<file path="src/sv/mexp_pkg.sv">
// shared constants, types and state codes for the modular exponentiation block
// no dependencies; compiled first
`default_nettype none

package mexp_pkg;

  // width of every payload field on the ports
  localparam int FIELD_BITS = 64;
  // operand width used in the arithmetic (8..64), low bits of each field
  localparam int WORD_BITS = 64;
  localparam int CNT_BITS = $clog2(WORD_BITS);
  localparam int CFG_INDEX_BITS = 8;

  typedef logic [FIELD_BITS-1:0] field_t;
  typedef logic [WORD_BITS-1:0] word_t;
  typedef logic [CNT_BITS-1:0] cnt_t;
  typedef logic [CFG_INDEX_BITS-1:0] cfg_index_t;

  localparam cfg_index_t REG_MODULUS = cfg_index_t'(0);
  localparam cfg_index_t REG_POWER = cfg_index_t'(1);

  typedef enum logic [2:0] {
    ST_IDLE,
    ST_REDUCE,
    ST_SCAN,
    ST_MUL_ACC,
    ST_MUL_SQ,
    ST_FINISH
  } state_t;

endpackage

`default_nettype wire

</file>
<file path="src/sv/mexp_if.sv">
// valid/ready channel interfaces: configuration writes, base words, residue words
// depends on mexp_pkg
`default_nettype none

interface mexp_cfg_if;
  logic valid;
  logic ready;
  mexp_pkg::cfg_index_t index;
  mexp_pkg::field_t data;
  modport source (output valid, output index, output data, input ready);
  modport sink (input valid, input index, input data, output ready);
endinterface

interface mexp_base_if;
  logic valid;
  logic ready;
  mexp_pkg::field_t base_value;
  modport source (output valid, output base_value, input ready);
  modport sink (input valid, input base_value, output ready);
endinterface

interface mexp_res_if;
  logic valid;
  logic ready;
  mexp_pkg::field_t residue;
  modport source (output valid, output residue, input ready);
  modport sink (input valid, input residue, output ready);
endinterface

`default_nettype wire

</file>
<file path="src/sv/mexp_mulmod.sv">
// shift-and-add modular multiplier, one multiplier bit per cycle
// depends on mexp_pkg
`default_nettype none

module mexp_mulmod (
  input  logic              clk,
  input  logic              rst,
  input  logic              start,
  input  mexp_pkg::word_t   x,
  input  mexp_pkg::word_t   y,
  input  mexp_pkg::word_t   m,
  output logic              done,
  output mexp_pkg::word_t   product
);
  import mexp_pkg::*;

  logic  busy;
  word_t acc;
  word_t addend;
  word_t mult;

  // (a + b) mod md for a, b < md
  function automatic word_t add_mod(word_t a, word_t b, word_t md);
    logic [WORD_BITS:0] sum;
    logic [WORD_BITS:0] diff;
    sum = {1'b0, a} + {1'b0, b};
    diff = sum - {1'b0, md};
    if (sum >= {1'b0, md}) begin
      return diff[WORD_BITS-1:0];
    end
    return sum[WORD_BITS-1:0];
  endfunction

  // finished once the multiplier shift register has run out of set bits
  assign done = busy && (mult == '0);
  assign product = acc;

  always_ff @(posedge clk) begin
    if (rst) begin
      busy <= 1'b0;
    end else if (start) begin
      busy <= 1'b1;
    end else if (done) begin
      busy <= 1'b0;
    end
  end

  always_ff @(posedge clk) begin
    if (start) begin
      acc <= '0;
      addend <= x;
      mult <= y;
    end else if (busy && (mult != '0)) begin
      if (mult[0]) begin
        acc <= add_mod(acc, addend, m);
      end
      addend <= add_mod(addend, addend, m);
      mult <= mult >> 1;
    end
  end

endmodule

`default_nettype wire

</file>
<file path="src/sv/modular_exponentiation.sv">
// Computes base_value ^ power mod modulus, with modulus and power set through the
// configuration channel (indexes REG_MODULUS and REG_POWER); the user sets them only
// while the block is idle, which the block itself does not enforce. One word is in
// work at a time. The base is first reduced by a bit-serial restoring divider, then
// the exponent is scanned from its low bit; each set bit costs one modular multiply
// and every bit one squaring, all on the one shared shift-and-add multiplier, which
// steps through the significant bits of its multiplier. A modulus of 0 or 1 skips
// the divider and the multiplier and gives 0. The result sits in an output register,
// so the next base is taken while it waits to be read.
// depends on mexp_pkg, mexp_if, mexp_mulmod
`default_nettype none

module modular_exponentiation (
  input  logic      clk,
  input  logic      rst,
  mexp_cfg_if.sink  cfg,
  mexp_base_if.sink operand,
  mexp_res_if.source result
);
  import mexp_pkg::*;

  state_t state;
  state_t state_next;

  field_t modulus;
  field_t power;

  word_t m_op;
  word_t e_op;
  word_t bshift;
  word_t rem;
  word_t acc;
  word_t sq;
  cnt_t  cnt;

  logic   res_valid;
  field_t res_data;

  logic  mul_start;
  word_t mul_x;
  word_t mul_y;
  logic  mul_done;
  word_t mul_product;

  logic               in_accept;
  logic               mod_small;
  logic               finishing;
  logic [WORD_BITS:0] rem_shift;
  logic [WORD_BITS:0] rem_diff;
  word_t              rem_next;

  assign in_accept = operand.valid && operand.ready;
  assign mod_small = (modulus[WORD_BITS-1:1] == '0);
  assign finishing = (state == ST_FINISH) && (!res_valid || result.ready);

  // one restoring-division step per cycle
  assign rem_shift = {rem, bshift[WORD_BITS-1]};
  assign rem_diff = rem_shift - {1'b0, m_op};
  assign rem_next = (rem_shift >= {1'b0, m_op}) ? rem_diff[WORD_BITS-1:0]
                                                : rem_shift[WORD_BITS-1:0];

  // configuration registers
  assign cfg.ready = 1'b1;

  always_ff @(posedge clk) begin
    if (rst) begin
      modulus <= field_t'(1);
      power <= '0;
    end else if (cfg.valid && cfg.ready) begin
      if (cfg.index == REG_MODULUS) begin
        modulus <= cfg.data;
      end else if (cfg.index == REG_POWER) begin
        power <= cfg.data;
      end
    end
  end

  // next state
  always_comb begin
    state_next = state;
    unique case (state)
      ST_IDLE: begin
        if (in_accept) begin
          state_next = mod_small ? ST_FINISH : ST_REDUCE;
        end
      end
      ST_REDUCE: begin
        if (cnt == '0) begin
          state_next = ST_SCAN;
        end
      end
      ST_SCAN: begin
        if (e_op == '0) begin
          state_next = ST_FINISH;
        end else if (e_op[0]) begin
          state_next = ST_MUL_ACC;
        end else begin
          state_next = ST_MUL_SQ;
        end
      end
      ST_MUL_ACC: begin
        if (mul_done) begin
          state_next = ST_MUL_SQ;
        end
      end
      ST_MUL_SQ: begin
        if (mul_done) begin
          state_next = ST_SCAN;
        end
      end
      ST_FINISH: begin
        if (finishing) begin
          state_next = ST_IDLE;
        end
      end
      default: state_next = ST_IDLE;
    endcase
  end

  // outputs and multiplier control
  always_comb begin
    operand.ready = 1'b0;
    mul_start = 1'b0;
    mul_x = sq;
    mul_y = sq;
    unique case (state)
      ST_IDLE: operand.ready = 1'b1;
      ST_SCAN: begin
        if (e_op != '0) begin
          mul_start = 1'b1;
          if (e_op[0]) begin
            mul_x = acc;
          end
        end
      end
      ST_MUL_ACC: mul_start = mul_done;
      ST_REDUCE, ST_MUL_SQ, ST_FINISH: begin
      end
      default: begin
      end
    endcase
  end

  always_ff @(posedge clk) begin
    if (rst) begin
      state <= ST_IDLE;
    end else begin
      state <= state_next;
    end
  end

  // datapath
  always_ff @(posedge clk) begin
    unique case (state)
      ST_IDLE: begin
        if (in_accept) begin
          m_op <= modulus[WORD_BITS-1:0];
          e_op <= power[WORD_BITS-1:0];
          bshift <= operand.base_value[WORD_BITS-1:0];
          rem <= '0;
          cnt <= cnt_t'(WORD_BITS - 1);
          acc <= '0;
        end
      end
      ST_REDUCE: begin
        rem <= rem_next;
        bshift <= bshift << 1;
        cnt <= cnt - cnt_t'(1);
        if (cnt == '0) begin
          sq <= rem_next;
          acc <= word_t'(1);
        end
      end
      ST_MUL_ACC: begin
        if (mul_done) begin
          acc <= mul_product;
        end
      end
      ST_MUL_SQ: begin
        if (mul_done) begin
          sq <= mul_product;
          e_op <= e_op >> 1;
        end
      end
      ST_SCAN, ST_FINISH: begin
      end
      default: begin
      end
    endcase
  end

  // output register
  always_ff @(posedge clk) begin
    if (rst) begin
      res_valid <= 1'b0;
    end else if (finishing) begin
      res_valid <= 1'b1;
    end else if (result.ready) begin
      res_valid <= 1'b0;
    end
  end

  always_ff @(posedge clk) begin
    if (finishing) begin
      res_data <= field_t'(acc);
    end
  end

  assign result.valid = res_valid;
  assign result.residue = res_data;

  mexp_mulmod u_mulmod (
    .clk     (clk),
    .rst     (rst),
    .start   (mul_start),
    .x       (mul_x),
    .y       (mul_y),
    .m       (m_op),
    .done    (mul_done),
    .product (mul_product)
  );

endmodule

`default_nettype wire

</file>
<file path="src/flat_wrapper.sv">
// flat-port wrapper written by rule: the top's interface ports become plain ports
module modular_exponentiation_flat import mexp_pkg::*;
  (clk, rst, cfg_valid, cfg_index, cfg_data, cfg_ready, operand_valid, operand_base_value, operand_ready, result_valid, result_residue, result_ready);
  mexp_cfg_if cfg_i ();
  mexp_base_if operand_i ();
  mexp_res_if result_i ();
  input  logic clk;
  input  logic rst;
  input wire logic [$bits(cfg_i.valid)-1:0] cfg_valid;
  input wire logic [$bits(cfg_i.index)-1:0] cfg_index;
  input wire logic [$bits(cfg_i.data)-1:0] cfg_data;
  output wire logic [$bits(cfg_i.ready)-1:0] cfg_ready;
  input wire logic [$bits(operand_i.valid)-1:0] operand_valid;
  input wire logic [$bits(operand_i.base_value)-1:0] operand_base_value;
  output wire logic [$bits(operand_i.ready)-1:0] operand_ready;
  output wire logic [$bits(result_i.valid)-1:0] result_valid;
  output wire logic [$bits(result_i.residue)-1:0] result_residue;
  input wire logic [$bits(result_i.ready)-1:0] result_ready;
  assign cfg_i.valid = cfg_valid;
  assign cfg_i.index = cfg_index;
  assign cfg_i.data = cfg_data;
  assign cfg_ready = cfg_i.ready;
  assign operand_i.valid = operand_valid;
  assign operand_i.base_value = operand_base_value;
  assign operand_ready = operand_i.ready;
  assign result_valid = result_i.valid;
  assign result_residue = result_i.residue;
  assign result_i.ready = result_ready;
  modular_exponentiation u_core (.clk(clk), .rst(rst), .cfg(cfg_i), .operand(operand_i), .result(result_i));
endmodule
</file>
<file path="config.mk">
export PLATFORM = sky130hd
export DESIGN_NAME = modular_exponentiation_flat
export DESIGN_NICKNAME = d
export VERILOG_FILES = /design/src/sv/mexp_pkg.sv /design/src/sv/mexp_if.sv /design/src/sv/mexp_mulmod.sv /design/src/sv/modular_exponentiation.sv /design/src/flat_wrapper.sv
export SDC_FILE = /design/constraint.sdc
export NUM_CORES = 2
export LEC_CHECK = 0
export BUFFER_PORTS_ARGS = -buffer_cell sky130_fd_sc_hd__buf_2
export CELL_PAD_IN_SITES_DETAIL_PLACEMENT = 1
export CELL_PAD_IN_SITES_GLOBAL_PLACEMENT = 1
export CORE_UTILIZATION = 53
export CTS_CLUSTER_DIAMETER = 100
export DETAILED_ROUTE_END_ITERATION = 10
export PLACE_DENSITY = 0.85
export SLEW_MARGIN = 0
export SYNTH_ARGS = -nofsm -noshare
export SYNTH_HDL_FRONTEND = slang
export SYNTH_HIERARCHICAL = 1
export SYNTH_SLANG_ARGS = --single-unit
</file>
<file path="constraint.sdc">
create_clock -name clk -period 15.2 [get_ports clk]
set_input_delay 0.76 -clock clk [delete_from_list [all_inputs] [get_ports clk]]
set_output_delay 0.76 -clock clk [all_outputs]
set_load 0.03 [all_outputs]
</file>
# After elaboration in Yosys (flattened, before gate mapping)
# Cells that the tools add are included.
dict set report totals {
  ff_bits 779
  latchBits 0
  mem_bits_rw 0
  rom_bits 0
  input_bits 141
  wordCells 116
  memories 0
}
dict set report classes {
  add_sub_neg 6
  mul 0
  n_div 0
  magnitude_cmp 3
  eq_ne 11
  shift 0
  n_mux 49
  bitwise_logic 1
  reduce_logical 30
}
# cell n
set op_table {}
lappend op_table {{$mux W64} 19}
lappend op_table {{$pmux W64 S2} 4}
lappend op_table {{$ge A65 B64 Y1} 3}
lappend op_table {{$pmux W64 S3} 1}
lappend op_table {{$sub A64 B64 Y64} 3}
lappend op_table {{$add A64 B64 Y65} 2}
lappend op_table {{$logic_not A64 Y1} 2}
lappend op_table {{$reduce_bool A64 Y1} 2}
lappend op_table {{$logic_not A63 Y1} 1}
lappend op_table {{$mux W3} 8}
lappend op_table {{$pmux W3 S6} 1}
lappend op_table {{$mux W1} 13}
lappend op_table {{$pmux W6 S2} 1}
lappend op_table {{$reduce_bool A2 Y1} 6}
lappend op_table {{$ne A2 B1 Y1 const B} 5}
lappend op_table {{$reduce_and A3 Y1} 3}
lappend op_table {{$eq A8 B1 Y1 const B} 1}
lappend op_table {{$logic_not A8 Y1} 1}
lappend op_table {{$reduce_and A2 Y1} 4}
lappend op_table {{$eq A3 B2 Y1 const B} 2}
lappend op_table {{$eq A3 B3 Y1 const B} 2}
lappend op_table {{$logic_not A6 Y1} 1}
lappend op_table {{$mux W6} 1}
lappend op_table {{$sub A6 B1 Y6 const B} 1}
lappend op_table {{other kinds (10)} 13}

# Longest topological paths before layout
dict set report logic_depth {
  depth_word 8
  ltp_mapped 24
  depth_no_buf 23
}

# By module
# The synthesis kept the hierarchy.
# module n_inst cells_per_inst area_each_um2 seq_area_each_um2
set modules_own_cells {}
lappend modules_own_cells {modular_exponentiation 1 2662 27039.7 16275.6}
lappend modules_own_cells {mexp_mulmod 1 2532 20571.0 5144.9}

# Worst setup path before layout
# OpenSTA, ideal clock, no wires.
dict set report synth_path {
  kind {reg-to-reg}
  startpoint {register u_core.u_mulmod.addend[0]}
  endpoint {register u_core.u_mulmod.acc[59] (netlist: u_core/u_mulmod/product[59])}
  setup_time_ns 0.132
  arrival_ns 5.157
  path_slack_ns 9.910
  path_stages_with_launch 23
  n_path_buf 1
  period_less_slack_ns 5.290
  path_cell_list {edfxtp_1 -> ha_1 -> fa_1 -> a211oi_1 -> o211ai_1 -> a21oi_1 -> o21ai_1 -> a21oi_1 -> o21ai_0 -> xnor2_1 -> ha_1 -> clkbuf_1 -> a21o_1 -> a31o_2 -> a21boi_1 -> o21ai_0 -> o2bb2ai_1 -> or3_1 -> a31o_2 -> a31o_2 -> or4_1 -> mux2i_1 -> a2111oi_2}
}
dict set report synth_via {
  elab_chain_cells 7
}
# element line
set synth_lines {}
lappend synth_lines {{start, declared} mexp_mulmod.sv:19} ;# word_t addend;
lappend synth_lines {{start signal, assigned} mexp_mulmod.sv:57} ;# addend <= add_mod(addend, addend, m);
lappend synth_lines {{$add A64 B64 Y65 (*)} mexp_mulmod.sv:26} ;# sum = {1'b0, a} + {1'b0, b};
lappend synth_lines {{$ge A65 B64 Y1} mexp_mulmod.sv:28} ;# if (sum >= {1'b0, md}) begin
lappend synth_lines {{$mux W1} mexp_mulmod.sv:28}
lappend synth_lines {{$mux W1} mexp_mulmod.sv:54} ;# if (mult[0]) begin
lappend synth_lines {{$mux W1} mexp_mulmod.sv:53} ;# end else if (busy && (mult != '0)) begin
lappend synth_lines {{$mux W1} mexp_mulmod.sv:49} ;# if (start) begin
lappend synth_lines {{$mux W64 (*)} mexp_mulmod.sv:31} ;# return sum[WORD_BITS-1:0];
lappend synth_lines {{end signal, assigned} mexp_mulmod.sv:55} ;# acc <= add_mod(acc, addend, m);
lappend synth_lines {{end, declared} mexp_mulmod.sv:18} ;# word_t acc;
# Every way passes the cells marked *; elsewhere a longest branch is shown, timed or not. The select of a mux whose other input is x is not followed.
# A chain may end at the register's enable or synchronous reset.

# Final worst setup path
dict set report layout_path {
  startpoint {register u_core.u_mulmod.addend[0]}
  endpoint {register u_core.u_mulmod.acc[55] (netlist: u_core/u_mulmod/product[55])}
}
# Same word-level chain as after synthesis.

==> qor.txt <==
=========================================================================================
Effective utilization at floorplan                                                  53.7%
Largest incremental delay on the critical path                                     550 ps
Number of hold violations in the final report                                           0
Fill count                                                                          10100
Synthesized area                                                                47600 um2
DR pass1 iterations                                                                    10
Most instantiated flip-flop cell in the synthesis netlist                    sky130_fd_sc_hd__edfxtp_1
Via count                                                                           41700
Beginning of the worst register-to-register path                             u_core/u_mulmod/addend[0]
Count leader, synth                                                          sky130_fd_sc_hd__nand2_1
Slack of the worst reg-to-reg path                                                7830 ps
Startpoint type of the worst setup path                                              flop
Remaining max-slew budget at the tightest pin                                       20.1%
Hold-critical path endpoint                                                  u_core/modulus[50]
Largest cells by area after synthesis                                        sky130_fd_sc_hd__edfxtp_1 37%, sky130_fd_sc_hd__dfxtp_1 8.3%, sky130_fd_sc_hd__nand2_1 7.8%
Tightest Pin Transition                                                           1200 ps
Outcome                                                                      finished, violations left
I/O pin count                                                                         208
Final GP Congestion                                                                  1.03
Design Area, Final                                                              52100 um2
Max Buffers Root-to-Sink                                                                3
Data arrival at the endpoint of the critical path                                 7920 ps
Peak clock frequency supported by timing                                          136 MHz
Syn-to-layout area delta                                                            9.36%
Number of DRC markers in iteration 0                                                 4020
CTS Hold Buffers Added                                                                  0
Number of max-slew violations in the final report                                       0
Floorplan die height                                                               302 um
Category of cells accounting for the largest share of critical-path delay    compound AO/OA/AOI/OAI gates
# rows                                                                                109
Post-synthesis sequential element count                                               779
Number of buffers added on ports                                                      206
CTS Sinks                                                                             779
Via count of the first global-routing pass                                          42000
Syn. warnings                                                                           6
Syn_nets                                                                             5597
Unique masters post-synth                                                              96
Final sum of negative setup slack                                                    0 ps
Hold Path Depth                                                                         3
Reg-to-reg endpoint                                                          u_core/u_mulmod/product[55]
Syn avg cell area                                                                9.17 um2
Worst min-delay path startpoint                                              cfg_data[50]
Proportion of register bits with asynchronous set or reset after synthesis             0%
Maximum capacitance violations                                                          0
H-tree level count                                                                      3
Portion of the post-synthesis area used by sequential elements                      45.0%
Period utilisation layout                                                           48.5%
Clk pin slew, worst setup/hold paths                                                60 ps
Required time worst endpoint                                                     15760 ps
Overall die area                                                                91000 um2
Setup repair after global routing missed its margin                                 false
TritonCTS buffer count                                                                 87
Average wire per standard cell                                                    26.6 um
Setup violators final                                                                   0
Count of flip-flops with a built-in enable after synthesis                            582
DP Wirelength                                                                   128000 um
Largest area contributor in the synthesized netlist                          sky130_fd_sc_hd__edfxtp_1
Grt ovf                                                                                 0
Setup skew after layout                                                           27.2 ps
Cell breakdown of the critical path                                          ha_1 > fa_1 > a211oi_1 > o211ai_1 > a21oi_1 > o21ai_1 > a21oi_1 > o21ai_1 > a21oi_1 > o31ai_1 > a41oi_1 > xnor2_1 > ha_1 > nand3_1 > nor4_1 > nand3_1 > nor4_1 > or4_1 > a31oi_2 > nand2_2 > buf_4 > nor2_2 > a211o_1
# DRC                                                                                   1
Start point of the critical path                                             u_core/u_mulmod/addend[0]
Post-CTS setup buffer count                                                             0
Cells after Synth                                                                    5194
Maximum number of pins on one net before global-route repair                          165
Buf+Inv Stages, Crit Path                                                               1
Final net count                                                                      5623
Violated checks                                                              design-rule violations
Combined global-route utilization of all metal layers                               37.0%
CTS tree                                                                             done
Leading post-synthesis cells by instance count                               993 x sky130_fd_sc_hd__nand2_1, 582 x sky130_fd_sc_hd__edfxtp_1, 543 x sky130_fd_sc_hd__a21oi_1, 373 x sky130_fd_sc_hd__nor2_1, 258 x sky130_fd_sc_hd__ha_1
Most frequent cell on the critical path                                      sky130_fd_sc_hd__a21oi_1
Total area of multi-input combinational cells                                   24300 um2
Worst-path cell with the longest stage delay                                 sky130_fd_sc_hd__buf_4
Number of gates resized after CTS                                                       0
Antenna-violating nets left                                                             0
Maximum net fanout on the critical path                                                37
Core region area                                                                88600 um2
Initial antenna violation count                                                        11
Layout cell share with drive strength beyond 1                                      10.5%
Register-to-Register Path Depth                                                        23
CP endpoint kind                                                                     flop
First-pass GRT wire length                                                      255000 um
Type of the most critical hold path                                          primary input to flop
Root buffer selected by CTS                                                  sky130_fd_sc_hd__clkbuf_16
Average via count per standard cell                                                  6.46
Post-place instance area                                                        49300 um2
Shortest period the worst path allows                                             7370 ps
DIE WIDTH                                                                          302 um
Synth top area share                                                                36.7%
Area used by sequential logic in the layout                                     21400 um2
Clock insertion delay at the later pin of the skew report                          670 ps
Total wirelength of the detailed-routed design                                  172000 um
Classification of the worst setup path                                       flop to flop
=========================================================================================
## metrics by stage
stage | util, % | hold WS (ps) | worst slack (ps) | std cells
floorplan | - | 408 | 9910 | 5194
global placement | 55.6 | 421 | 8300 | 6296
detailed placement | 55.6 | 432 | 8070 | 6296
CTS | 58.7 | 321 | 8020 | 6458
global route | 58.7 | 349 | 7530 | 6459
finish | 58.7 | 353 | 7830 | 6459
## sequential cells by signal, indices dropped and copies added, names as in the netlist, 6 cells and up
signal,count
u_core/bshift,64
u_core/modulus,64
u_core/u_mulmod/addend,64
u_core/rem,64
u_core/acc,64
u_core/u_mulmod/mult,64
u_core/mul_y,64
u_core/result.residue,64
u_core/power,64
u_core/e_op,64
u_core/m_op,64
u_core/u_mulmod/product,64
u_core/cnt,6
## worst reg2reg max path, stage by stage (launching register included)
cell                       delay [ps]
sky130_fd_sc_hd__edfxtp_1         440
sky130_fd_sc_hd__ha_1             260
sky130_fd_sc_hd__fa_1             440
sky130_fd_sc_hd__a211oi_1         360
sky130_fd_sc_hd__o211ai_1         260
sky130_fd_sc_hd__a21oi_1          280
sky130_fd_sc_hd__o21ai_1          210
sky130_fd_sc_hd__a21oi_1          480
sky130_fd_sc_hd__o21ai_1          280
sky130_fd_sc_hd__a21oi_1          270
sky130_fd_sc_hd__o31ai_1          160
sky130_fd_sc_hd__a41oi_1          270
sky130_fd_sc_hd__xnor2_1          170
sky130_fd_sc_hd__ha_1             480
sky130_fd_sc_hd__nand3_1          200
sky130_fd_sc_hd__nor4_1           490
sky130_fd_sc_hd__nand3_1          200
sky130_fd_sc_hd__nor4_1           270
sky130_fd_sc_hd__or4_1            180
sky130_fd_sc_hd__a31oi_2          100
sky130_fd_sc_hd__nand2_2          410
sky130_fd_sc_hd__buf_4            550
sky130_fd_sc_hd__nor2_2           170
sky130_fd_sc_hd__a211o_1          320
## layout make-up
| class | instances | share of cell area [%] |
|---|---|---|
| multi-input combinational | 3905 | 46.7 |
| timing repair buffer | 240 | 2.50 |
| sequential | 779 | 41.1 |
| antenna | 1 | 0.00481 |
| inverter | 207 | 1.49 |
| tap | 1165 | 2.80 |
| clock buffer | 119 | 4.61 |
| clock inverter | 43 | 0.793 |
## routing by layer
layer | global-route usage [%] | vias up | routed length, um
met1 | 49.8 | 20900 | 72200
li1 | - | 18700 | -
met3 | 5.53 | 338 | 13500
met2 | 60.6 | 1731 | 80000
met4 | 13.3 | 6 | 6080
met5 | 0 | - | 40
## worst max path at each step
stage | end | slack, ps | depth (start not counted)
after floorplan | u_core/u_mulmod/product[59] | 9910 | 22
after global placement | u_core/u_mulmod/product[48] | 8300 | 23
after detailed placement | u_core/u_mulmod/product[55] | 8070 | 23
after CTS | u_core/u_mulmod/product[55] | 8020 | 23
after global routing | u_core/u_mulmod/product[31] | 7530 | 21
final | u_core/u_mulmod/product[55] | 7830 | 23
## layout by cell type (no fill, tap or decap), drive strengths merged, types with 35 or more instances in the layout
cell type,instances
o311ai,40
nor3,68
xor2,91
inv,211
dfxtp,197
buf,240
a21oi,544
a31oi,35
clkbuf,119
a21o,163
nand2,993
mux2,132
a311oi,41
nor2b,41
o21ai,173
ha,258
o21bai,51
a211oi,38
nand3b,47
xnor2,148
nand3,65
nor4,68
edfxtp,582
nand4,91
and2,88
nor2,376
## logic make-up (layout without fill, tap and decap cells)
logic type	count (synthesis)	count (layout)	share of synthesized area, %
muxes	155	155	3.61
adders and majority gates	262	262	6.95
AOI/OAI and AO/OA	1297	1297	17.3
DFF	779	779	45.0
and+or+nand+nor	1951	1951	18.5
xor gates and xnor gates	239	239	4.40
buffers and inverters	510	609	4.26
other	1	2	0.00788
Power is not shown: default switching activity piles up to over one toggle a cycle in this logic, so the estimate is an artifact.
